==> config.mk <==
export PLATFORM = sky130hd
export DESIGN_NAME = rmq_prep
export DESIGN_NICKNAME = d
export VERILOG_FILES = /design/src/rtl/rmq_pkg.sv /design/src/rtl/rmq_prep.sv
export SDC_FILE = /design/constraint.sdc
export NUM_CORES = 1
export LEC_CHECK = 0
export BUFFER_PORTS_ARGS = -buffer_cell sky130_fd_sc_hd__buf_2
export CAP_MARGIN = 30
export CORE_UTILIZATION = 35
export CTS_CLUSTER_SIZE = 24
export DETAILED_ROUTE_END_ITERATION = 7
export GPL_TIMING_DRIVEN = 0
export SLEW_MARGIN = 20
export SYNTH_ARGS = -nofsm -noshare
export SYNTH_HDL_FRONTEND = slang
export SYNTH_SLANG_ARGS = --single-unit
==> constraint.sdc <==
create_clock -name clk_i -period 5.4 [get_ports clk_i]
set_input_delay 0.81 -clock clk_i [delete_from_list [all_inputs] [get_ports clk_i]]
set_output_delay 0.81 -clock clk_i [all_outputs]
set_load 0.005 [all_outputs]
==> src/rtl/rmq_pkg.sv <==
`default_nettype none
package rmq_pkg;

  localparam int FRAC_BITS_DEF = 14;
  localparam int ELEM_W = 16;
  localparam int NUM_W = ELEM_W + 1;
  localparam int QUO_W = 18;

  typedef enum logic [1:0] {
    PC_TRACE = 2'd0,
    PC_XX    = 2'd1,
    PC_YY    = 2'd2,
    PC_ZZ    = 2'd3
  } pivot_e;

  typedef struct packed {
    pivot_e pc;
    logic   degen;
  } item_ctl_t;

  // unsigned bits of a positive radicand
  function automatic int rad_ubits(input int f);
    return ((f > 17) ? f : 17) + 1;
  endfunction

  // bits of the square root of radicand << f
  function automatic int sqrt_bits(input int f);
    return (rad_ubits(f) + f + 1) >> 1;
  endfunction

endpackage
`default_nettype wire

==> src/rtl/rmq_prep.sv <==
`default_nettype none
module rmq_prep #(
  parameter int FRAC_BITS = 14
) (
  input  wire logic                              clk_i,
  input  wire logic                              rst_ni,
  input  wire logic                              in_valid_i,
  output logic                                   in_ready_o,
  input  wire logic [8:0][rmq_pkg::ELEM_W-1:0]   mat_i,
  output logic                                   out_valid_o,
  input  wire logic                              out_ready_i,
  output rmq_pkg::item_ctl_t                     out_ctl_o,
  output logic [rmq_pkg::rad_ubits(FRAC_BITS)+FRAC_BITS-1:0] out_rad_o,
  output logic [2:0][rmq_pkg::NUM_W-1:0]         out_num_o
);
  import rmq_pkg::*;

  localparam int RU = rad_ubits(FRAC_BITS);
  localparam int RW = RU + 1;
  localparam int VW = RU + FRAC_BITS;

  logic signed [ELEM_W-1:0] a00, a01, a02, a10, a11, a12, a20, a21, a22;
  logic signed [17:0]       tr;
  logic signed [RW-1:0]     one_c, e00, e11, e22, r;
  logic signed [NUM_W-1:0]  dw, dy, dz, sxy, sxz, syz;
  item_ctl_t                ctl_d;
  logic [2:0][NUM_W-1:0]    num_d;
  logic [VW-1:0]            rad_d;
  logic                     vld_q;
  item_ctl_t                ctl_q;
  logic [VW-1:0]            rad_q;
  logic [2:0][NUM_W-1:0]    num_q;
  logic                     rdy;

  assign a00 = $signed(mat_i[0]);
  assign a01 = $signed(mat_i[1]);
  assign a02 = $signed(mat_i[2]);
  assign a10 = $signed(mat_i[3]);
  assign a11 = $signed(mat_i[4]);
  assign a12 = $signed(mat_i[5]);
  assign a20 = $signed(mat_i[6]);
  assign a21 = $signed(mat_i[7]);
  assign a22 = $signed(mat_i[8]);

  assign tr    = 18'(a00) + 18'(a11) + 18'(a22);
  assign one_c = {{(RW-FRAC_BITS-1){1'b0}}, 1'b1, {FRAC_BITS{1'b0}}};
  assign e00   = RW'(a00);
  assign e11   = RW'(a11);
  assign e22   = RW'(a22);

  assign dw  = NUM_W'(a21) - NUM_W'(a12);
  assign dy  = NUM_W'(a02) - NUM_W'(a20);
  assign dz  = NUM_W'(a10) - NUM_W'(a01);
  assign sxy = NUM_W'(a01) + NUM_W'(a10);
  assign sxz = NUM_W'(a02) + NUM_W'(a20);
  assign syz = NUM_W'(a12) + NUM_W'(a21);

  // strict compares: ties fall through to the later pivot
  always_comb begin
    if (tr > 18'sd0) begin
      ctl_d.pc = PC_TRACE;
      r        = RW'(tr) + one_c;
      num_d    = {dz, dy, dw};
    end else if (a00 > a11 && a00 > a22) begin
      ctl_d.pc = PC_XX;
      r        = one_c + e00 - e11 - e22;
      num_d    = {sxz, sxy, dw};
    end else if (a11 > a22) begin
      ctl_d.pc = PC_YY;
      r        = one_c + e11 - e00 - e22;
      num_d    = {syz, sxy, dy};
    end else begin
      ctl_d.pc = PC_ZZ;
      r        = one_c + e22 - e00 - e11;
      num_d    = {syz, sxz, dz};
    end
    ctl_d.degen = (r <= RW'(0));
    rad_d       = ctl_d.degen ? '0 : {r[RU-1:0], {FRAC_BITS{1'b0}}};
  end

  assign rdy        = ~vld_q | out_ready_i;
  assign in_ready_o = rdy;

  always_ff @(posedge clk_i or negedge rst_ni) begin
    if (!rst_ni) begin
      vld_q <= 1'b0;
    end else if (rdy) begin
      vld_q <= in_valid_i;
    end
  end

  always_ff @(posedge clk_i) begin
    if (rdy && in_valid_i) begin
      ctl_q <= ctl_d;
      rad_q <= rad_d;
      num_q <= num_d;
    end
  end

  assign out_valid_o = vld_q;
  assign out_ctl_o   = ctl_q;
  assign out_rad_o   = rad_q;
  assign out_num_o   = num_q;

endmodule
`default_nettype wire

Yosys cells after proc, flatten, opt, wreduce, memory -nomap -nowiden --
Cells that the tools add are included.
Storage, ports and cells: flip-flop bits (word level) 87, bits of input ports 148, output and inout port bits 88, logic and storage cells 45
Cells by class: $add $sub $neg 18, order comparisons 5, multiplexer cells 8, bitwise logic cells 2, reduce and logical (&&, ||, !) cells 3
Operator list (number):
- $mux W51 | 2
- $add A16 B16 Y17 | 4
- $mux W19 | 3
- $sub A18 B16 Y19 | 3
- $sub A17 B16 Y18 | 3
- $add A16 B16 Y17 const A | 3
- $sub A16 B16 Y17 | 3
- $gt A16 B16 Y1 | 3
- $mux W34 | 1
- $add A18 B16 Y19 const B | 1
- $le A19 B1 Y1 const B | 1
- $add A17 B16 Y18 | 1
- $gt A18 B1 Y1 const B | 1
- $logic_and A1 B1 Y1 | 2
- $mux W1 | 2
- $reduce_or A2 Y1 | 1
- $not A1 Y1 | 1
- $or A1 B1 Y1 | 1

Logic depth before layout (Yosys ltp) --
depth in word-level cells 7, depth in mapped cells 24, depth with buffers taken out 22

Least setup slack after synthesis --
No wires, ideal clock.
path type input -> register, from in mat_i[1] (netlist bit), to reg ctl_q (netlist bit out_ctl_o[0]) (data pin), setup time 259 ps, data arrival time 5089 ps, data required time 5141 ps, slack 52 ps, cell stages on the path 21, path buffers 2, cell sequence fa_1 -> ha_1 -> fa_1 -> a21oi_1 -> nor4b_1 -> o31ai_1 -> a21oi_1 -> or3_1 -> a21oi_1 -> xnor2_1 -> inv_1 -> ha_1 -> nand2_1 -> or4_4 -> nor4_4 -> nor2_2 -> buf_6 -> buf_6 -> o2111ai_1 -> nor4_1 -> or2_1
RTL lines:
- start, declared | line rmq_prep.sv:9 | input wire logic [8:0][rmq_pkg::ELEM_W-1:0] mat_i,
- end signal, assigned | line rmq_prep.sv:94 | ctl_q <= ctl_d;
- end, declared | line rmq_prep.sv:30 | item_ctl_t ctl_q;

==> impl_metrics.yaml <==
outcome:
  status: "finished with violations"
  violations: "setup timing"
setup_path:
  crit_arrival_ns: 5.51
  end_kind: "flop"
  worst-r2r-cell-count: 3
  cp_top_family: "simple AND/OR/NAND/NOR gates"
  worstPathCellList: "buf_12 > fa_1 > ha_2 > fa_2 > a21oi_4 > nor4b_4 > o31ai_4 > a21oi_2 > or3_1 > a21oi_2 > xnor2_2 > inv_1 > ha_2 > nand2_1 > or4_4 > nor4_4 > nor2_2 > buf_6 > buf_6 > o22a_1 > o2111ai_2 > nor4_2 > or2_1"
  rrSetupSlack_ns: 3.82
  critPathSlowestCell: "or4_4"
  worstPathMaxFanout: 6
  crit_required_ns: 5.51
  r2r_start: "out_valid_o"
  reg2reg_to: "out_num_o[19]"
  path_buf_inv: 4
  worst-setup-path-type: "in2reg"
  cpPeakStageDelay_ns: 0.51
  cp-start-kind: "input pin"
clock_network:
  cts_root_buf: "clkbuf_16"
  htreeDepth: 3
  cts_buffers: 9
  cts_tree: "built"
  cts_sinks: 73
  clock_latency_ns: 0.36
  postCtsHoldBufs: 0
  clk_pin_slew_ns: 0.06
  clock_path_buffers: 2
layout:
  final_common_cell: "ha_1"
  drive_gt1_frac: 0.175
  area_growth_pct: 17.3
  layout_common_cells: "291 x ha_1, 224 x buf_2, 223 x inv_1"
  nets: 2558
  antenna_cells: 0
  final_cells: 2582
synthesis:
  yosysUniqueCellTypes: 84
  syn_inst: 1776
  ys_warn_count: 0
  ys_seq_elements: 73
  ys_seq_area_frac: 0.145
  synthArstFlopShare: 0.0137
  synth-edff-count: 72
  syn_avg_cell_area_um2: 8.51
  synth_ff_type: "edfxtp_1"
  syn-cell-area_um2: 15100
sta:
  rsz0062_at_grt: "yes"
  skew_ns: 0.00756
  finalSetupViolCount: 1
  hold_viol_final: 0
  fin_ws_ns: -0.00251
  tightest_slew_ns: 0.842
  timing.final.crit_share: 1.00
  finalMaxSlewViolations: 0
  fmax_ghz: 0.185
  slew_headroom: 0.431
  fin_hold_ws_ns: 0.215
  period_minus_slack_ns: 5.40
global_route:
  grt_use_total: 0.218
  grt_pass1_vias: 13600
  grt_pass1_wl_mm: 74.3
  antenna_found_initial: 0
  grt.overflow.total: 0
  grt_max_degree: 50
routing:
  viasPerCell: 5.15
  drc: 0
  antenna_left: 0
  wire_per_inst_um: 18.5
  drt_iter0_drc: 800
  dr.pass1.iters: 6
  vias: 13300
  routed_wl_mm: 47.7
place:
  routabilityCongestion: 0.895
  dp_hpwl_mm: 40.4
  dp.cells: 2552
  io_buffers: 221
worst_hold_path:
  hp-class: "in2async"
floorplan:
  dieArea_um2: 44000
  core_um2: 42200
  rows: 75
  die_x_um: 210
  start_util: 0.358
  io_pins: 236
  fp.dieH_um: 210
power_and_ir_drop:
  ir_worst_vdd_v: 0.000181
  p_leak_uw: 0.00845
  p_per_area_nw_per_um2: 263
  fin_total_pwr_uw: 4660
flow_run:
  maxCapViolations: 0
routing by layer:
| layer | GRT usage | share of wire | wire length [µm] | vias up |
|---|---|---|---|---|
| met5 | 0 | 0 | 0 | - |
| met4 | 0.0667 | 0.025 | 1190 | 0 |
| met3 | 0.0227 | 0.045 | 2160 | 59 |
| met2 | 0.385 | 0.49 | 23500 | 346 |
| met1 | 0.277 | 0.44 | 20900 | 6272 |
| li1 | - | - | - | 6627 |
power breakdown:
group | switching [µW] | internal [µW]
sequential | 38.1 | 803
clock | 275 | 357
combinational | 1890 | 1300
synthesized netlist by cell type (12+ instances only):
library cell  count  area [µm²]
a211oi_1         12        90.1
a21o_1           20         150
a21oi_1         147         736
a31oi_1          13        81.3
and3_1           17         106
buf_4            17         128
clkbuf_1         27         101
edfxtp_1         72        2160
fa_1             78        1560
ha_1            294        3680
inv_1           227         852
mux2i_1          37         370
nand2_1         103         387
nand2b_1         15        93.8
nand3_1          28         140
nor2_1          132         495
nor2b_1          33         206
nor3_1           37         185
nor4_1           13        81.3
o21a_1           15         113
o21ai_0          86         430
o21bai_1         19         143
o31ai_1          25         188
xnor2_1          81         709
xor2_1           41         359
timing repair:
item                       in CTS  in global routing
pin swaps                       6                 21
resized for setup              35                 62
setup endpoints to repair      71                 69
gates cloned                    0                  1
buffers inserted                3                 10
area by class of cell:
class,count,area (µm²)
Buffer,62,402
Clock buffer,9,225
Clock inverter,7,70.1
Fill cell,4320,24500
Inverter,227,860
Multi-Input combinational cell,1427,12000
Sequential cell,73,2190
Tap cell,539,674
Timing Repair Buffer,238,1310
worst reg2reg max path, cell delays in order, from the launching register on:
cell and delay, ns:
dfrtp_1 0.38, nand2b_1 0.12, and2_4 0.40, buf_16 0.29
worst max-delay path by stage:
| stage | startpoint | to | slack, ns | depth (start not counted) |
|---|---|---|---|---|
| finish | mat_i[129] | out_ctl_o[0] | -0.003 | 23 |
| global route | mat_i[129] | out_ctl_o[0] | -0.15 | 23 |
| CTS | mat_i[2] | out_rad_o[28] | 0.008 | 19 |
| detailed placement | mat_i[4] | out_num_o[33] | -1.15 | 22 |
| global placement | mat_i[4] | out_num_o[5] | -1.09 | 23 |
| floorplan | mat_i[1] | out_ctl_o[0] | 0.05 | 21 |
metrics by stage:
step	setup WS, ns	instance area, µm²	utilization	setup TNS (ns)
CTS	0.00764	17400	0.413	0
global placement	-1.09	16900	0.401	-69.40
floorplan	0.0515	15200	-	0
detailed placement	-1.15	17000	0.402	-73.48
finish	-0.00251	17700	0.419	-0.00251
global route	-0.153	17700	0.419	-1.60
registers in the layout (all words and copies together) (netlist names):
register and flops:
out_ctl_o 3, out_num_o 51, out_rad_o 18, out_valid_o 1
logic make-up (layout without fill, tap and decap cells):
| family | after synthesis | in the layout | share of synthesized area |
|---|---|---|---|
| DFF | 73 | 73 | 0.145 |
| other | 1 | 14 | 0.000248 |
| buffers and inverters | 289 | 543 | 0.0784 |
| and+or+nand+nor | 430 | 430 | 0.140 |
| AOI/OAI and AO/OA | 441 | 441 | 0.186 |
| muxes | 48 | 48 | 0.0329 |
| adders and majority gates | 372 | 372 | 0.347 |
| xor gates and xnor gates | 122 | 122 | 0.0707 |
Power figures use the tool's default switching activity.
