$ cat config.mk
export PLATFORM = sky130hd
export DESIGN_NAME = rmq_div
export DESIGN_NICKNAME = d
export VERILOG_FILES = /design/src/rtl/rmq_pkg.sv /design/src/rtl/rmq_div.sv
export SDC_FILE = /design/constraint.sdc
export NUM_CORES = 2
export LEC_CHECK = 0
export ABC_AREA = 0
export BUFFER_PORTS_ARGS = -buffer_cell sky130_fd_sc_hd__buf_2
export CAP_MARGIN = 20
export CORE_MARGIN = 4
export CORE_UTILIZATION = 50
export CTS_CLUSTER_DIAMETER = 150
export DETAILED_ROUTE_END_ITERATION = 16
export HOLD_SLACK_MARGIN = 0.15
export PLACE_DENSITY = 0.65
export SLEW_MARGIN = 0
export SYNTH_ARGS = -nofsm -noshare
export SYNTH_HDL_FRONTEND = slang
export SYNTH_SLANG_ARGS = --single-unit
$ cat constraint.sdc
create_clock -name clk_i -period 37.2 [get_ports clk_i]
set_clock_uncertainty 0.2 [all_clocks]
set_input_delay 1.86 -clock clk_i [delete_from_list [all_inputs] [get_ports clk_i]]
set_output_delay 1.86 -clock clk_i [all_outputs]
set_load 0.02 [all_outputs]
$ cat src/rtl/rmq_pkg.sv
`default_nettype none
package rmq_pkg;

  localparam int FRAC_BITS_DEF = 14;
  localparam int ELEM_W = 16;
  localparam int NUM_W = ELEM_W + 1;
  localparam int QUO_W = 18;

  typedef enum logic [1:0] {
    PC_TRACE = 2'd0,
    PC_XX    = 2'd1,
    PC_YY    = 2'd2,
    PC_ZZ    = 2'd3
  } pivot_e;

  typedef struct packed {
    pivot_e pc;
    logic   degen;
  } item_ctl_t;

  // unsigned bits of a positive radicand
  function automatic int rad_ubits(input int f);
    return ((f > 17) ? f : 17) + 1;
  endfunction

  // bits of the square root of radicand << f
  function automatic int sqrt_bits(input int f);
    return (rad_ubits(f) + f + 1) >> 1;
  endfunction

endpackage
`default_nettype wire

$ cat src/rtl/rmq_div.sv
`default_nettype none
module rmq_div #(
  parameter int FRAC_BITS = 14
) (
  input  wire logic                              clk_i,
  input  wire logic                              rst_ni,
  input  wire logic                              in_valid_i,
  output logic                                   in_ready_o,
  input  wire rmq_pkg::item_ctl_t                in_ctl_i,
  input  wire logic [rmq_pkg::sqrt_bits(FRAC_BITS)-1:0] in_root_i,
  input  wire logic [2:0][rmq_pkg::NUM_W-1:0]    in_num_i,
  output logic                                   out_valid_o,
  input  wire logic                              out_ready_i,
  output rmq_pkg::item_ctl_t                     out_ctl_o,
  output logic [rmq_pkg::ELEM_W-1:0]             out_piv_o,
  output logic [2:0][rmq_pkg::QUO_W-1:0]         out_quo_o,
  output logic [2:0]                             out_neg_o
);
  import rmq_pkg::*;

  localparam int SW = sqrt_bits(FRAC_BITS);
  localparam int NW = NUM_W + FRAC_BITS + 1;
  localparam int CW = (NW > SW + QUO_W) ? NW : SW + QUO_W;
  localparam int PW = (SW + 1 > ELEM_W + 1) ? SW + 1 : ELEM_W + 1;
  localparam int NS = QUO_W + 1;

  logic [NS-1:0]         vld_q;
  logic [NS:0]           rdy;
  item_ctl_t             ctl_q [NS];
  logic [ELEM_W-1:0]     piv_q [NS];
  logic [SW:0]           d_q   [NS];
  logic [2:0]            neg_q [NS];
  logic [2:0][CW-1:0]    rem_q [NS];
  logic [2:0][QUO_W-1:0] quo_q [NS];

  logic [PW-1:0]         pf;
  logic [ELEM_W-1:0]     piv_d;
  logic [2:0]            neg_d;
  logic [2:0][CW-1:0]    num_scaled;

  // pivot component: s/2 rounded half up, saturated
  always_comb begin
    pf    = (PW'(in_root_i) + PW'(1)) >> 1;
    piv_d = (pf > PW'(32767)) ? ELEM_W'(32767) : pf[ELEM_W-1:0];
  end

  // numerator (|num| << F) + s carries the round to nearest
  for (genvar l = 0; l < 3; l++) begin : g_setup
    logic [NUM_W-1:0] mag;
    assign neg_d[l]      = in_num_i[l][NUM_W-1];
    assign mag           = neg_d[l] ? NUM_W'(-in_num_i[l]) : in_num_i[l];
    assign num_scaled[l] = CW'({mag, {FRAC_BITS{1'b0}}}) + CW'(in_root_i);
  end

  assign rdy[NS]     = out_ready_i;
  assign in_ready_o  = rdy[0];
  assign out_valid_o = vld_q[NS-1];
  assign out_ctl_o   = ctl_q[NS-1];
  assign out_piv_o   = piv_q[NS-1];
  assign out_quo_o   = quo_q[NS-1];
  assign out_neg_o   = neg_q[NS-1];

  for (genvar k = 0; k < NS; k++) begin : g_stage
    logic v_in;
    assign rdy[k] = ~vld_q[k] | rdy[k+1];

    if (k == 0) begin : g_first
      assign v_in = in_valid_i;
      always_ff @(posedge clk_i) begin
        if (rdy[k] && v_in) begin
          ctl_q[k] <= in_ctl_i;
          piv_q[k] <= piv_d;
          d_q[k]   <= {in_root_i, 1'b0};
          neg_q[k] <= neg_d;
          rem_q[k] <= num_scaled;
          quo_q[k] <= '0;
        end
      end
    end else begin : g_bit
      // restoring step for quotient bit B; the top bit marks overflow
      localparam int B = QUO_W - k;
      logic [2:0][CW-1:0]    rem_d;
      logic [2:0][QUO_W-1:0] quo_d;
      logic [CW-1:0]         dsh;
      assign v_in = vld_q[k-1];
      assign dsh  = CW'(d_q[k-1]) << B;
      for (genvar l = 0; l < 3; l++) begin : g_lane
        logic ge;
        assign ge       = (rem_q[k-1][l] >= dsh);
        assign rem_d[l] = ge ? (rem_q[k-1][l] - dsh) : rem_q[k-1][l];
        assign quo_d[l] = ge ? (quo_q[k-1][l] | (QUO_W'(1) << B)) : quo_q[k-1][l];
      end
      always_ff @(posedge clk_i) begin
        if (rdy[k] && v_in) begin
          ctl_q[k] <= ctl_q[k-1];
          piv_q[k] <= piv_q[k-1];
          d_q[k]   <= d_q[k-1];
          neg_q[k] <= neg_q[k-1];
          rem_q[k] <= rem_d;
          quo_q[k] <= quo_d;
        end
      end
    end

    always_ff @(posedge clk_i or negedge rst_ni) begin
      if (!rst_ni) begin
        vld_q[k] <= 1'b0;
      end else if (rdy[k]) begin
        vld_q[k] <= v_in;
      end
    end
  end

endmodule
`default_nettype wire

After elaboration in Yosys (flattened, before gate mapping)
Memory sizes are Yosys's and may differ from the RTL's.
Index checks and enable logic that the tools add are counted.
Word-level totals
  memories kept: 6
  input port bits: 74
  RAM bits: 3705
  register bits: 19
Operators by class
  reductions and logical operators: 19
  bitwise gates (word level): 38
  magnitude comparators: 55
  add/subtract/negate cells: 61
  muxes and demuxes: 150
Memories
  rem_q: depth 19, width 102, read ports 18, clocked after memory_dff 0, wr ports 19, line rmq_div.sv:33  | logic [2:0][CW-1:0] rem_q [NS];
  quo_q: depth 19, width 54, read ports 19, clocked after memory_dff 0, wr ports 19, line rmq_div.sv:34  | logic [2:0][QUO_W-1:0] quo_q [NS];
  d_q: depth 19, width 17, read ports 18, clocked after memory_dff 0, wr ports 19, line rmq_div.sv:31  | logic [SW:0] d_q [NS];
  piv_q: depth 19, width 16, read ports 19, clocked after memory_dff 0, wr ports 19, line rmq_div.sv:30  | logic [ELEM_W-1:0] piv_q [NS];
  ctl_q: depth 19, width 3, read ports 19, clocked after memory_dff 0, wr ports 19, line rmq_div.sv:29  | item_ctl_t ctl_q [NS];
  neg_q: depth 19, width 3, read ports 19, clocked after memory_dff 0, wr ports 19, line rmq_div.sv:32  | logic [2:0] neg_q [NS];
Operator list (count)
  $mux W34: 54
  $ge A34 B17 Y1: 3
  $ge A34 B18 Y1: 3
  $ge A34 B19 Y1: 3
  $ge A34 B20 Y1: 3
  $ge A34 B21 Y1: 3
  $ge A34 B22 Y1: 3
  $ge A34 B23 Y1: 3
  $ge A34 B24 Y1: 3
  $ge A34 B25 Y1: 3
  $ge A34 B26 Y1: 3
  $ge A34 B27 Y1: 3
  $ge A34 B28 Y1: 3
  $ge A34 B29 Y1: 3
  $ge A34 B30 Y1: 3
  $ge A34 B31 Y1: 3
  $ge A34 B32 Y1: 3
  $ge A34 B33 Y1: 3
  $ge A34 B34 Y1: 3
  $mux W17: 6
  $sub A34 B17 Y34: 3
  $sub A34 B18 Y34: 3
  $sub A34 B19 Y34: 3
  $sub A34 B20 Y34: 3
  38 further kinds: 197

Depth between registers and ports, before layout
  word-level depth: 23
  mapped depth: 15
  mapped depth without buffers: 14

Worst setup path after synthesis
No wires, ideal clock.
  kind: input to register
  start: input out_ready_i
  end: memory ctl_q[10][0] in the netlist's numbering (enable)
  stages on the path: 6
  slack: 23.329 ns
  data required time: 36.135 ns
  buffers on the path: 0
  setup time: 0.865 ns
  arrival: 12.806 ns
  path through: nor2b_1 nand3_1 nor2_1 and2_1 and3_1 a21boi_0
RTL lines
  from (decl): line rmq_div.sv:13  | input wire logic out_ready_i,
  to (decl): line rmq_div.sv:29

Final worst setup path
  start: input out_ready_i
  end: output in_ready_o
On the way
  cells in the longest elaborated chain, start to end: 19
Ends and longest elaborated chain
  $or A1 B1 Y1 (19 in series): line rmq_div.sv:65  | assign rdy[k] = ~vld_q[k] | rdy[k+1];
  to (decl): line rmq_div.sv:8  | output logic in_ready_o,
Every way passes these cells.

==> impl_metrics.py <==
metrics = {
    "status": {
        "status": "finished, final reports clean",
    },
    "finish": {
        "fin_nets": 12500,
        "syn2layout_area_growth_pct": 10.8,
        "instances_no_fill": 15300,
        "final_common_cell": "edfxtp_1",
        "drive_gt1_frac": 0.0861,
        "final_cell_mix": "2,527 x edfxtp_1, 841 x ha_1, 836 x nor2_1, 794 x nand2_1, 718 x a21oi_1",
        "final_core_util": 0.557,
        "fin_area_um2": 149000,
    },
    "synthesis": {
        "ys_types": 90,
        "synth-seq-cells": 2546,
        "synth_area_um2": 135000,
        "yosysWarnings": 0,
        "syn_area_per_cell_um2": 12.0,
        "synthArstFlopShare": 0.00746,
        "synth-edff-count": 2527,
        "synth-main-ff-cell": "edfxtp_1",
        "ys_seq_area_frac": 0.567,
        "syn_inst": 11300,
    },
    "cts": {
        "ctsLongestPathBuffers": 4,
        "cts_buffers": 281,
        "clkLatencyLatePin_ps": 860,
        "tritoncts": "built",
        "root_buffer": "clkbuf_16",
        "hold_buffers": 0,
        "clock-sinks": 2546,
        "cts_setup_buffers": 0,
        "cts_resized": 0,
        "htreeDepth": 5,
        "clkSlewWorstSetupHoldPaths_ps": 60,
    },
    "place": {
        "dpl-instance-area_um2": 140000,
        "portBuffers": 151,
        "placed_cells": 14800,
        "gp_congestion": 0.942,
        "hpwl_um": 269000,
    },
    "timing": {
        "rsz0062_at_grt": "false",
        "maxSlewViolCount": 0,
        "fin_crit_ps": 6160,
        "whs_ps": 195,
        "slew_headroom": 0.202,
        "post-route-period-util": 0.166,
        "fin_tns_setup_ps": 0,
        "setup_viol": 0,
        "hold_viol": 0,
        "max_freq_mhz": 162,
        "tightest_slew_ps": 1190,
    },
    "worst_hold_path": {
        "hold_path_class": "reg2reg",
    },
    "job": {
        "cap_viol_max_count": 0,
    },
    "drt": {
        "drt_iter0_markers": 6682,
        "wl_per_cell_um": 22.4,
        "dr.pass1.iters": 6,
        "vias": 89300,
        "viasPerCell": 5.82,
        "wl_um": 344000,
        "ant_nets": 0,
        "drcViolationCount": 0,
    },
    "floorplan": {
        "pin_count": 152,
        "fp.dieH_um": 527,
        "die-area_um2": 278000,
        "start_util": 0.503,
        "rows": 190,
        "die_w_um": 527,
        "coreArea_um2": 268000,
    },
    "setup_path": {
        "crit_required_ps": 35140,
        "critPathCaptureType": "output port",
        "cp.arrival_ps": 4100,
        "worst-setup-path-type": "in2out",
        "critPathLaunchType": "input pin",
        "worstPathMaxFanout": 5,
    },
    "global_routing": {
        "use_met1": 0.295,
        "grt_pass1_vias": 87400,
        "grt_first_pass_wirelength_um": 518000,
        "overflow": 0,
        "antenna_found_initial": 8,
        "use_met2": 0.435,
        "use_met3": 0.0300,
        "track_usage": 0.241,
        "grt.busiest_layer": "met2",
        "grt_max_degree": 149,
    },
    "pwr": {
        "leakage_nw": 55.4,
        "max-vdd-ir-drop_uv": 37.9,
        "powerDensity_nw_per_um2": 76.7,
    },
}
==> routing by layer <==
layer	share of wire	vias to the layer above
li1	-	42900
met1	0.40	43300
met3	0.043	682
met5	0.000078	-
met4	0.040	4
met2	0.51	2407
==> synthesized netlist by cell type, types with 75 or more instances <==
cell type,instances,share of area
a31oi_1,77,0.0036
nand2b_1,194,0.0090
clkbuf_1,168,0.0047
edfxtp_1,2527,0.56
nor2b_1,154,0.0072
o21a_1,169,0.0094
ha_1,841,0.078
xor2_1,518,0.034
inv_1,532,0.015
a21oi_1,720,0.027
mux2_2,242,0.020
or3_1,109,0.0051
nor2_1,837,0.023
o31ai_1,98,0.0055
nand3_1,189,0.0070
a21o_1,267,0.015
xnor2_1,524,0.034
a211oi_1,75,0.0042
nand2_1,794,0.022
nand4_1,131,0.0061
o21ai_0,664,0.025
nor4_1,181,0.0084
nor3_1,294,0.011
==> flip-flops by register name, indices dropped and copies added, names as in the netlist <==
register / flops
d_q: 114
g_stage.v_in: 18
quo_q: 513
out_valid_o: 1
neg_q: 57
piv_q: 304
ctl_q: 57
rem_q: 1482
==> layout make-up <==
class | instances | area, um2
multi-input combinational | 7984 | 55800
inverter | 534 | 2000
fill | 22000 | 119000
antenna | 3 | 7.51
timing repair buffer | 224 | 1380
clock inverter | 175 | 1960
clock buffer | 323 | 7280
sequential | 2546 | 76400
tap | 3552 | 4440
==> where the power goes <==
part	total, mW	internal (mW)	switching [mW]	leakage [nW]
logic	3.92	1.62	2.30	26.7
registers	4.73	4.19	0.539	24.2
clock network	2.79	1.66	1.13	4.49
==> critical path: stages <==
cell,delay [ps]
buf_2,100
nor2b_1,330
nand3_1,200
nor2_1,320
nand2_1,170
nor3_1,430
and3_1,320
nand4_1,170
buf_2,200
==> per-stage QoR <==
| step | setup slack, ps | power (mW) |
|---|---|---|
| floorplan | 23330 | 7.48 |
| global placement | 31030 | 8.58 |
| detailed placement | 31070 | 8.67 |
| CTS | 31030 | 11.5 |
| global route | 30780 | 12.1 |
| finish | 31040 | 11.4 |
==> path summary, 6_finish.rpt <==
| kind | cells after the start | to | start | slack (ps) |
|---|---|---|---|---|
| worst max register to register | 11 | rem_q[17][5]$_DFFE_PP_ | rem_q[16][70]$_DFFE_PP_ | 32350 |
| worst min-delay path | 0 | neg_q[10][1]$_DFFE_PP_ | neg_q[9][1]$_DFFE_PP_ | 190 |
| worst max-delay path | 9 | in_ready_o | out_ready_i | 31040 |
| max in group asynchronous | 1 | g_stage[7].v_in$_DFFE_PN0P_ | rst_ni | 35770 |
| min in group asynchronous | 1 | g_stage[9].v_in$_DFFE_PN0P_ | rst_ni | 730 |
| worst min register to register | 0 | neg_q[10][1]$_DFFE_PP_ | neg_q[9][1]$_DFFE_PP_ | 190 |
==> cells by family (layout without fill, tap and decap cells) <==
logic type | Yosys count | in the layout | synth area share
AOI/OAI and AO/OA | 2478 | 2478 | 0.115
xor gates and xnor gates | 1042 | 1042 | 0.0678
adders and majority gates | 895 | 895 | 0.0862
buffers and inverters | 723 | 1256 | 0.0203
DFF | 2546 | 2546 | 0.567
muxes | 275 | 275 | 0.0227
other | 1 | 7 | 0.0000278
and+or+nand+nor | 3290 | 3290 | 0.121
No activity file was read; power rests on OpenSTA's default activity.
