**src/rtl/rmq_pkg.sv**
```systemverilog
`default_nettype none
package rmq_pkg;

  localparam int FRAC_BITS_DEF = 14;
  localparam int ELEM_W = 16;
  localparam int NUM_W = ELEM_W + 1;
  localparam int QUO_W = 18;

  typedef enum logic [1:0] {
    PC_TRACE = 2'd0,
    PC_XX    = 2'd1,
    PC_YY    = 2'd2,
    PC_ZZ    = 2'd3
  } pivot_e;

  typedef struct packed {
    pivot_e pc;
    logic   degen;
  } item_ctl_t;

  // unsigned bits of a positive radicand
  function automatic int rad_ubits(input int f);
    return ((f > 17) ? f : 17) + 1;
  endfunction

  // bits of the square root of radicand << f
  function automatic int sqrt_bits(input int f);
    return (rad_ubits(f) + f + 1) >> 1;
  endfunction

endpackage
`default_nettype wire

```
**src/rtl/rmq_sqrt.sv**
```systemverilog
`default_nettype none
module rmq_sqrt #(
  parameter int FRAC_BITS = 14
) (
  input  wire logic                              clk_i,
  input  wire logic                              rst_ni,
  input  wire logic                              in_valid_i,
  output logic                                   in_ready_o,
  input  wire rmq_pkg::item_ctl_t                in_ctl_i,
  input  wire logic [rmq_pkg::rad_ubits(FRAC_BITS)+FRAC_BITS-1:0] in_rad_i,
  input  wire logic [2:0][rmq_pkg::NUM_W-1:0]    in_num_i,
  output logic                                   out_valid_o,
  input  wire logic                              out_ready_i,
  output rmq_pkg::item_ctl_t                     out_ctl_o,
  output logic [rmq_pkg::sqrt_bits(FRAC_BITS)-1:0] out_root_o,
  output logic [2:0][rmq_pkg::NUM_W-1:0]         out_num_o
);
  import rmq_pkg::*;

  localparam int VW = rad_ubits(FRAC_BITS) + FRAC_BITS;
  localparam int SW = sqrt_bits(FRAC_BITS);
  localparam int CS = 2 * SW + 1;

  logic [SW-1:0]         vld_q;
  logic [SW:0]           rdy;
  item_ctl_t             ctl_q  [SW];
  logic [VW-1:0]         x_q    [SW];
  logic [SW-1:0]         root_q [SW];
  logic [2:0][NUM_W-1:0] num_q  [SW];

  assign rdy[SW]     = out_ready_i;
  assign in_ready_o  = rdy[0];
  assign out_valid_o = vld_q[SW-1];
  assign out_ctl_o   = ctl_q[SW-1];
  assign out_root_o  = root_q[SW-1];
  assign out_num_o   = num_q[SW-1];

  // one root bit per stage, most significant first
  for (genvar k = 0; k < SW; k++) begin : g_stage
    localparam int B = SW - 1 - k;
    logic                  v_in;
    item_ctl_t             c_in;
    logic [VW-1:0]         x_in;
    logic [SW-1:0]         r_in;
    logic [2:0][NUM_W-1:0] n_in;
    logic [CS-1:0]         xe, cand;
    logic                  take;

    if (k == 0) begin : g_first
      assign v_in = in_valid_i;
      assign c_in = in_ctl_i;
      assign x_in = in_rad_i;
      assign r_in = '0;
      assign n_in = in_num_i;
    end else begin : g_next
      assign v_in = vld_q[k-1];
      assign c_in = ctl_q[k-1];
      assign x_in = x_q[k-1];
      assign r_in = root_q[k-1];
      assign n_in = num_q[k-1];
    end

    assign xe   = CS'(x_in);
    assign cand = (CS'(r_in) << (B + 1)) + (CS'(1) << (2 * B));
    assign take = (xe >= cand);
    assign rdy[k] = ~vld_q[k] | rdy[k+1];

    always_ff @(posedge clk_i or negedge rst_ni) begin
      if (!rst_ni) begin
        vld_q[k] <= 1'b0;
      end else if (rdy[k]) begin
        vld_q[k] <= v_in;
      end
    end

    always_ff @(posedge clk_i) begin
      if (rdy[k] && v_in) begin
        ctl_q[k]  <= c_in;
        num_q[k]  <= n_in;
        x_q[k]    <= take ? VW'(xe - cand) : x_in;
        root_q[k] <= take ? (r_in | (SW'(1) << B)) : r_in;
      end
    end
  end

endmodule
`default_nettype wire

```
**config.mk**
```make
export PLATFORM = sky130hd
export DESIGN_NAME = rmq_sqrt
export DESIGN_NICKNAME = d
export VERILOG_FILES = /design/src/rtl/rmq_pkg.sv /design/src/rtl/rmq_sqrt.sv
export SDC_FILE = /design/constraint.sdc
export NUM_CORES = 1
export LEC_CHECK = 0
export BUFFER_PORTS_ARGS = -buffer_cell sky130_fd_sc_hd__buf_2
export CAP_MARGIN = 20
export CORE_MARGIN = 5
export CORE_UTILIZATION = 55
export DETAILED_ROUTE_END_ITERATION = 10
export PLACE_DENSITY = 0.75
export SKIP_LAST_GASP = 1
export SLEW_MARGIN = 20
export SYNTH_ARGS = -nofsm -noshare
export SYNTH_HDL_FRONTEND = slang
export SYNTH_SLANG_ARGS = --single-unit
```
**constraint.sdc**
```tcl
create_clock -name clk_i -period 7.6 [get_ports clk_i]
set_input_delay 1.52 -clock clk_i [delete_from_list [all_inputs] [get_ports clk_i]]
set_output_delay 1.52 -clock clk_i [all_outputs]
set_load 0.03 [all_outputs]
```
; Word level (Yosys, flattened, before mapping)
; Memories as Yosys holds them, arrays and structs flattened.
; Index checks and enable logic that the tools add are counted.
[word_totals]
regBits = 16
ramBits = 1632
output_inout_bits = 72
mem_count = 4
[mem_list]
columns = name, words, word_bits, rd, rd_ports_with_merged_regs, wr, line
row1 = num_q, 16, 51, 16, 0, 16, rmq_sqrt.sv:29  ; logic [2:0][NUM_W-1:0] num_q [SW];
row2 = x_q, 16, 32, 15, 0, 16, rmq_sqrt.sv:27  ; logic [VW-1:0] x_q [SW];
row3 = root_q, 16, 16, 16, 0, 16, rmq_sqrt.sv:28  ; logic [SW-1:0] root_q [SW];
row4 = ctl_q, 16, 3, 16, 0, 16, rmq_sqrt.sv:26  ; item_ctl_t ctl_q [SW];
[op_classes]
addsub = 31
magnitude_cmp = 16
mux = 64
n_bitwise = 32
reduce_logical = 16
[ops]
columns = operator, count
row1 = 32-bit 2-to-1 mux, 16
row2 = 1-bit 2-to-1 mux, 33
row3 = "31-bit by 29-bit adder with 32-bit output, second input constant", 1
row4 = 32-bit by 18-bit greater-or-equal comparator with 1-bit output, 1
row5 = 32-bit by 19-bit greater-or-equal comparator with 1-bit output, 1
row6 = 32-bit by 20-bit greater-or-equal comparator with 1-bit output, 1
row7 = 32-bit by 21-bit greater-or-equal comparator with 1-bit output, 1
row8 = 32-bit by 22-bit greater-or-equal comparator with 1-bit output, 1
row9 = 32-bit by 23-bit greater-or-equal comparator with 1-bit output, 1
row10 = 32-bit by 24-bit greater-or-equal comparator with 1-bit output, 1
row11 = 32-bit by 25-bit greater-or-equal comparator with 1-bit output, 1
row12 = 32-bit by 26-bit greater-or-equal comparator with 1-bit output, 1
row13 = 32-bit by 27-bit greater-or-equal comparator with 1-bit output, 1
row14 = 32-bit by 28-bit greater-or-equal comparator with 1-bit output, 1
row15 = 32-bit by 29-bit greater-or-equal comparator with 1-bit output, 1
row16 = 32-bit by 30-bit greater-or-equal comparator with 1-bit output, 1
row17 = 32-bit by 31-bit greater-or-equal comparator with 1-bit output, 1
row18 = "32-bit by 31-bit greater-or-equal comparator with 1-bit output, second input constant", 1
row19 = 32-bit greater-or-equal comparator, 1
row20 = 32-bit by 18-bit subtractor with 32-bit output, 1
row21 = 32-bit by 19-bit subtractor with 32-bit output, 1
row22 = 32-bit by 20-bit subtractor with 32-bit output, 1
row23 = 32-bit by 21-bit subtractor with 32-bit output, 1
row24 = 32-bit by 22-bit subtractor with 32-bit output, 1
row25 = 43 further kinds, 88

; Logic depth before layout (Yosys ltp)
; Gate-level depths: netlist of the first run.
[logic_depth]
word_depth = 20
ltp_mapped = 11
mapped_depth_nobuf = 10

; Worst setup path after synthesis of the first run
; Ideal clock, no wire load.
[synth_timing]
path_kind = input-to-reg
startpoint = input port out_ready_i
endpoint = memory ctl_q[0][18] in the netlist's numbering (enable)
setup_ps = 687
arrival_ps = 8807
required_ps = 6913
path_slack_ps = -1893
path_stages = 6
path_cell_list = nor2b_1 > nand3_1 > nor2_1 > nand3_1 > nor2_1 > a21boi_0
[synth_lines]
columns = element, line
row1 = "start, declared", rmq_sqrt.sv:13  ; input wire logic out_ready_i,
row2 = "end, declared", rmq_sqrt.sv:26

; Worst setup path after layout of the first run
[layout_timing]
startpoint = input port out_ready_i
endpoint = output port in_ready_o
[layout_between]
elab_chain_cells = 16
[layout_lines]
columns = element, line
row1 = 1-bit bitwise OR (16 in a row), rmq_sqrt.sv:66  ; assign rdy[k] = ~vld_q[k] | rdy[k+1];
row2 = "end, declared", rmq_sqrt.sv:8  ; output logic in_ready_o,
; Every way passes these cells.

==> flow_summary.json, run 1 <==
{
  "final_nets": 3692,
  "path_clk_slew_ps": 60,
  "die_h_um": 328.5,
  "max_stage_delay_ps": 640,
  "dieArea_mm2": 0.1079,
  "cts.path.max_buffers": 3,
  "port_buffers": 161,
  "worst_hold_path.endpoint": "num_q[1][255]",
  "start_util": 0.5556,
  "critical_path_class": "in2out",
  "num_rows": 116,
  "cp_data_arrival_time_ps": 3990,
  "critical-path-slowest-cell": "nor3_1",
  "areaGrowthSynthToFinish_pct": 12.65,
  "min_path_type": "reg2reg",
  "final_cells": 4919,
  "syn-cell-area_mm2": 0.05580,
  "cts_resized": 0,
  "max-vdd-ir-drop_v": 0.0002000,
  "ant_nets": 0,
  "min_from": "num_q[1][204]",
  "drv_cap": 0,
  "path_cells": "buf_2 -> nor2b_1 -> nand3_1 -> nor2_1 -> nand3_1 -> nor3_1 -> nand4_1 -> buf_2",
  "drive_gt1_frac": 0.1224,
  "synth-edff-count": 1480,
  "drcViolationCount": 0,
  "hold_buffers": 0,
  "status": "finished, final reports clean",
  "synth_area_leaders": "edfxtp_1, ha_1, xnor2_1",
  "htree_num_levels": 4,
  "pwr_density_cell_mw_per_mm2": 348.8,
  "postCtsSetupRepairBufs": 0,
  "hold_depth": 0,
  "cp.required_ps": 6080,
  "grt_setup_unrepaired": "no",
  "min_period_ps": 5505,
  "die_w_um": 328.5,
  "cts_tree": "done",
  "core_mm2": 0.1004,
  "final_util": 0.6259,
  "insertion_delay_ps": 740,
  "grt_pass1_vias": 26630,
  "hpwl_mm": 56.00,
  "dpl.cell_count": 4665,
  "dr.pass1.iters": 7,
  "fmax_mhz": 181.6,
  "clock_sinks": 1496,
  "wl_mm": 87.59,
  "io_pins": 162,
  "cp_max_fo": 7,
  "yosysSeqAreaShare": 0.8036,
  "synthCells": 3158,
  "wl_per_cell_um": 17.81,
  "r2r-end": "num_q[0][35]",
  "period_share": 0.7244,
  "grt-ovfl-total": 0,
  "synth_ff_type": "edfxtp_1",
  "syn_avg_cell_area_um2": 17.67,
  "grt_pass1_wl_mm": 142.0,
  "synth_cell_type_count": 86,
  "place_area_mm2": 0.05837,
  "worst_pin_slew_ps": 1036,
  "multi_input_area_mm2": 0.01017,
  "hold_viol": 0,
  "final-seq-area_mm2": 0.04484,
  "slew_violations": 0,
  "fill_cells": 6921,
  "cts_made_buffers": 142,
  "synth_area_leader_cell": "edfxtp_1",
  "viasPerCell": 5.311,
  "grt_max_degree": 93,
  "tns_ps": 0,
  "drtIter0Drc": 1474,
  "setup_violations": 0,
  "crit_path_end_kind": "output port",
  "p_leak_nw": 22.52,
  "timing.rr.start": "out_valid_o",
  "final_area_mm2": 0.06286,
  "grt_antenna_before_repair": 0,
  "clock_skew_ps": 37.82,
  "ys_async_sr_fraction": 0.01070,
  "synth_nets": 3398,
  "startpoint_type": "primary input",
  "ff2ff_setup_slack_ps": 4020,
  "synth_top_area_share": 0.7964,
  "ys_ff_latch": 1496,
  "gp_congestion": 0.8740,
  "root_buffer": "clkbuf_16",
  "vias": 26130,
  "antennaDiodeCount": 0,
  "synth-warning-count": 0,
  "slew_headroom": 0.3090,
  "groute.usage.overall": 0.1661,
  "ff2ff_path_depth": 8
}
## state kept, by name (all words and copies together) (netlist names)
signal        cells
num_q           816
x_q             480
root_q          136
out_valid_o       1
g_stage.v_in     15
ctl_q            48
## worst max-delay path by stage
stage / to / slack, ps / cells past startpoint / from
2_1_floorplan: ctl_q[0][15] / 310 / 6 / out_ready_i
3_3_place_gp: in_ready_o / 2110 / 8 / out_ready_i
3_5_place_dp: in_ready_o / 2110 / 8 / out_ready_i
4_1_cts: in_ready_o / 2090 / 8 / out_ready_i
5_1_grt: in_ready_o / 1870 / 8 / out_ready_i
6_report: in_ready_o / 2090 / 8 / out_ready_i
## layout by cell type (no fill, tap or decap), drive strengths merged, types with 38 or more instances in the layout
cell type / instances
nand2: 124
buf: 181
edfxtp: 1480
xnor2: 113
o21ai: 121
nor2: 141
nor4: 71
nor3: 54
a21oi: 126
ha: 150
nand2b: 38
clkinv: 63
clkbuf: 176
xor2: 82
inv: 193
## worst max-delay path: cells and delay by family
family                 cells  cell delay (ps)
and+or+nand+nor            6             2110
buffers and inverters      2              350
## cell usage after synthesis, types with 8 or more instances
master	count
a211oi_1	25
a21o_1	31
a21oi_1	124
and2_1	15
buf_2	14
clkbuf_1	9
dfrtp_1	16
edfxtp_1	1480
ha_1	150
inv_1	189
mux2_2	14
nand2_1	124
nand2b_1	38
nand3_1	34
nand3b_1	8
nand4_1	28
nand4b_1	12
nor2_1	140
nor2b_1	23
nor3_1	52
nor4_1	69
nor4b_1	18
o211ai_1	15
o21a_1	27
o21ai_0	115
o21bai_1	8
o31ai_1	10
or2_2	13
or3_1	25
or4_1	8
xnor2_1	113
xor2_1	82
## metal layers
| layer | track usage | share of wire | vias up | wire length [um] |
|---|---|---|---|---|
| li1 | - | - | 12700 | - |
| met1 | 0.2035 | 0.40 | 12650 | 34880 |
| met2 | 0.3000 | 0.53 | 605 | 46840 |
| met3 | 0.02814 | 0.039 | 171 | 3419 |
| met4 | 0.05759 | 0.028 | 0 | 2445 |
| met5 | 0 | 0 | - | 0 |
## cell families (layout without fill, tap and decap cells)
kind of cell | count (synthesis) | count (layout) | synth area share
buf+inv | 220 | 624 | 0.01579
xor+xnor | 195 | 195 | 0.03061
mux | 25 | 25 | 0.005247
simple gates | 650 | 650 | 0.06334
flops | 1496 | 1496 | 0.8036
compound gates | 422 | 422 | 0.04778
fa+ha+maj | 150 | 150 | 0.03363
## area by class of cell
type | count | area share
Sequential cell | 1496 | 0.7134
Multi-Input combinational cell | 1442 | 0.1618
Clock buffer | 176 | 0.05890
Tap cell | 1357 | 0.02701
Timing Repair Buffer | 181 | 0.01533
Clock inverter | 78 | 0.01230
Inverter | 189 | 0.01129
## report_power, final
group	switching [mW]	total, mW	internal [mW]
sequential	0.678	11.8	11.1
clock	2.89	6.69	3.80
combinational	2.15	3.48	1.33
total	5.72	21.9	16.2
## stage by stage
stage	worst slack [ps]	power [mW]	hold WS, ps
after floorplan	312.4	14.42	400.3
after global placement	2106	15.20	400.5
after detailed placement	2108	15.37	404.5
after CTS	2093	22.13	406.7
after global routing	1872	23.04	413.7
final	2095	21.93	409.1
(Power assumes the default switching activity.)
==> inputs of run 2 (changes only) <==
clock period = 4.6 ns   (was 7.6 ns; I/O delays follow)
==> run 2 against run 1 <==
Combinational power grew 68%; final cell count grew 0.20%; non-clock buffer count grew 15; clock power grew 70%; worst setup slack lost 1400 ps; sequential share of layout area shrank 0.37 points; global-route usage grew 0.17 points; sequential cell count is the same; critical endpoint unchanged; first-iteration DRC count grew 8.6%; largest cell class unchanged.
==> flow_summary.json, run 2 (same netlist as run 1, synthesis figures left out) <==
{
  "crit_path_end_kind": "output port",
  "vias": 26170,
  "pwr_density_cell_mw_per_mm2": 579.7,
  "path_cells": "nor2b_1 -> nand3_1 -> nor2_1 -> nand3_1 -> buf_4 -> nor3_1 -> buf_4 -> nand4_1 -> buf_2",
  "max_stage_delay_ps": 360,
  "grt_pass1_vias": 26750,
  "grt_antenna_before_repair": 0,
  "htree_num_levels": 4,
  "cp.required_ps": 3680,
  "grt_max_degree": 101,
  "wl_per_cell_um": 17.96,
  "hold_ws_ps": 118.3,
  "drcViolationCount": 0,
  "groute.usage.overall": 0.1677,
  "viasPerCell": 5.310,
  "status": "finished, final reports clean",
  "grt_pass1_wl_mm": 142.8,
  "die_w_um": 328.5,
  "postCtsSetupRepairBufs": 0,
  "hold_viol": 0,
  "largest_reg_flops": 816,
  "gp_congestion": 0.8343,
  "fill_cells": 6811,
  "critical-path-slowest-cell": "nor2b_1",
  "grt_setup_unrepaired": "no",
  "wl_mm": 88.52,
  "cts_resized": 0,
  "areaGrowthSynthToFinish_pct": 13.23,
  "slew_violations": 0,
  "cp_data_arrival_time_ps": 2980,
  "ant_nets": 0,
  "mostFrequentLayoutCells": "edfxtp_1, inv_1, buf_2",
  "finalWorstSetupSlack_ps": 703.3,
  "num_rows": 116,
  "regMostFlops": "num_q",
  "start_util": 0.5556,
  "mostFrequentLayoutCell": "edfxtp_1",
  "hpwl_mm": 57.92,
  "max-vdd-ir-drop_v": 0.0004854,
  "port_buffers": 161,
  "io_pins": 162,
  "clock_skew_ps": 19.27,
  "startpoint_type": "flop",
  "multi_input_area_mm2": 0.01016,
  "drtIter0Drc": 1601,
  "top_regs": "num_q: 816 flops, x_q: 480 flops, root_q: 136 flops",
  "period_share": 0.8471,
  "dieArea_mm2": 0.1079,
  "drive_gt1_frac": 0.1302,
  "critical_path_class": "reg2out",
  "min_path_type": "in2async",
  "final-seq-area_mm2": 0.04484,
  "fmax_mhz": 256.6,
  "insertion_delay_ps": 720,
  "setup_violations": 0,
  "grt-ovfl-total": 0,
  "cts_made_buffers": 143,
  "drv_cap": 0,
  "worst_pin_slew_ps": 1044,
  "min_period_ps": 3897,
  "post-place-ws_ps": 733.7,
  "antennaDiodeCount": 0,
  "die_h_um": 328.5,
  "slew_headroom": 0.3040,
  "hold_buffers": 0,
  "root_buffer": "clkbuf_16",
  "final_nets": 3708,
  "dr.pass1.iters": 6,
  "cts_tree": "done",
  "path_clk_slew_ps": 60,
  "cts.path.max_buffers": 3,
  "core_mm2": 0.1004,
  "p_leak_nw": 22.67,
  "clock_sinks": 1496,
  "cp_max_fo": 7
}
## run 2: changes by cell type in the layout (fill, tap and decap cells not counted), moves of 5 or more
cell,delta
clkbuf_1,-13
buf_12,+10
clkinvlp_4,+10
buf_4,+6
clkinv_1,-6
clkinv_8,-5
## run 2: cell type report
type	instances	area share
repair buffers	196	0.01895
inverters	189	0.01123
well taps	1357	0.02687
flip-flops and latches	1496	0.7097
multi-input cells	1442	0.1609
clock inverters	83	0.01339
clock buffers	166	0.05901
## run 2: final timing paths
check	start	endpoint	slack (ps)	depth (start not counted)
hold reg to reg	num_q[0][214]	num_q[0][265]	400	0
setup reg to reg	x_q[1][173]	x_q[1][206]	1250	9
max in group asynchronous	rst_ni	g_stage[12].v_in	4180	1
hold / removal	rst_ni	g_stage[5].v_in	120	1
min in group clk_i	in_num_i[40]	num_q[0][40]	380	1
setup / recovery	out_valid_o	in_ready_o	700	9
## run 2: metrics by stage
stage | util | std cells | area, um2 | total power, mW | TNS (ps)
2_1_floorplan | - | 3158 | 55820 | 23.80 | -19190
3_3_place_gp | 0.5835 | 4680 | 58610 | 25.24 | 0
3_5_place_dp | 0.5835 | 4680 | 58610 | 25.48 | 0
4_1_cts | 0.6291 | 4929 | 63180 | 36.95 | 0
5_1_grt | 0.6291 | 4929 | 63190 | 38.47 | 0
6_report | 0.6291 | 4929 | 63190 | 36.63 | 0
## run 2: critical path: cells and delay by family, from the launching register on
kind / cells / cell delay [ps]
flops: 1 / 340
buf+inv: 3 / 570
simple gates: 6 / 1340
## run 2: layer usage
layer	GRT usage	vias up	part of all wire
met1	0.2065	12590	0.40
met2	0.2976	621	0.52
met5	0	-	0
met3	0.02844	197	0.041
met4	0.06719	0	0.035
li1	-	12760	-
## run 2: power breakdown
| part | internal, mW | switching [mW] | leakage (nW) |
|---|---|---|---|
| combinational | 2.27 | 3.56 | 5.95 |
| sequential | 18.3 | 1.13 | 14.5 |
| clock | 6.57 | 4.81 | 2.20 |
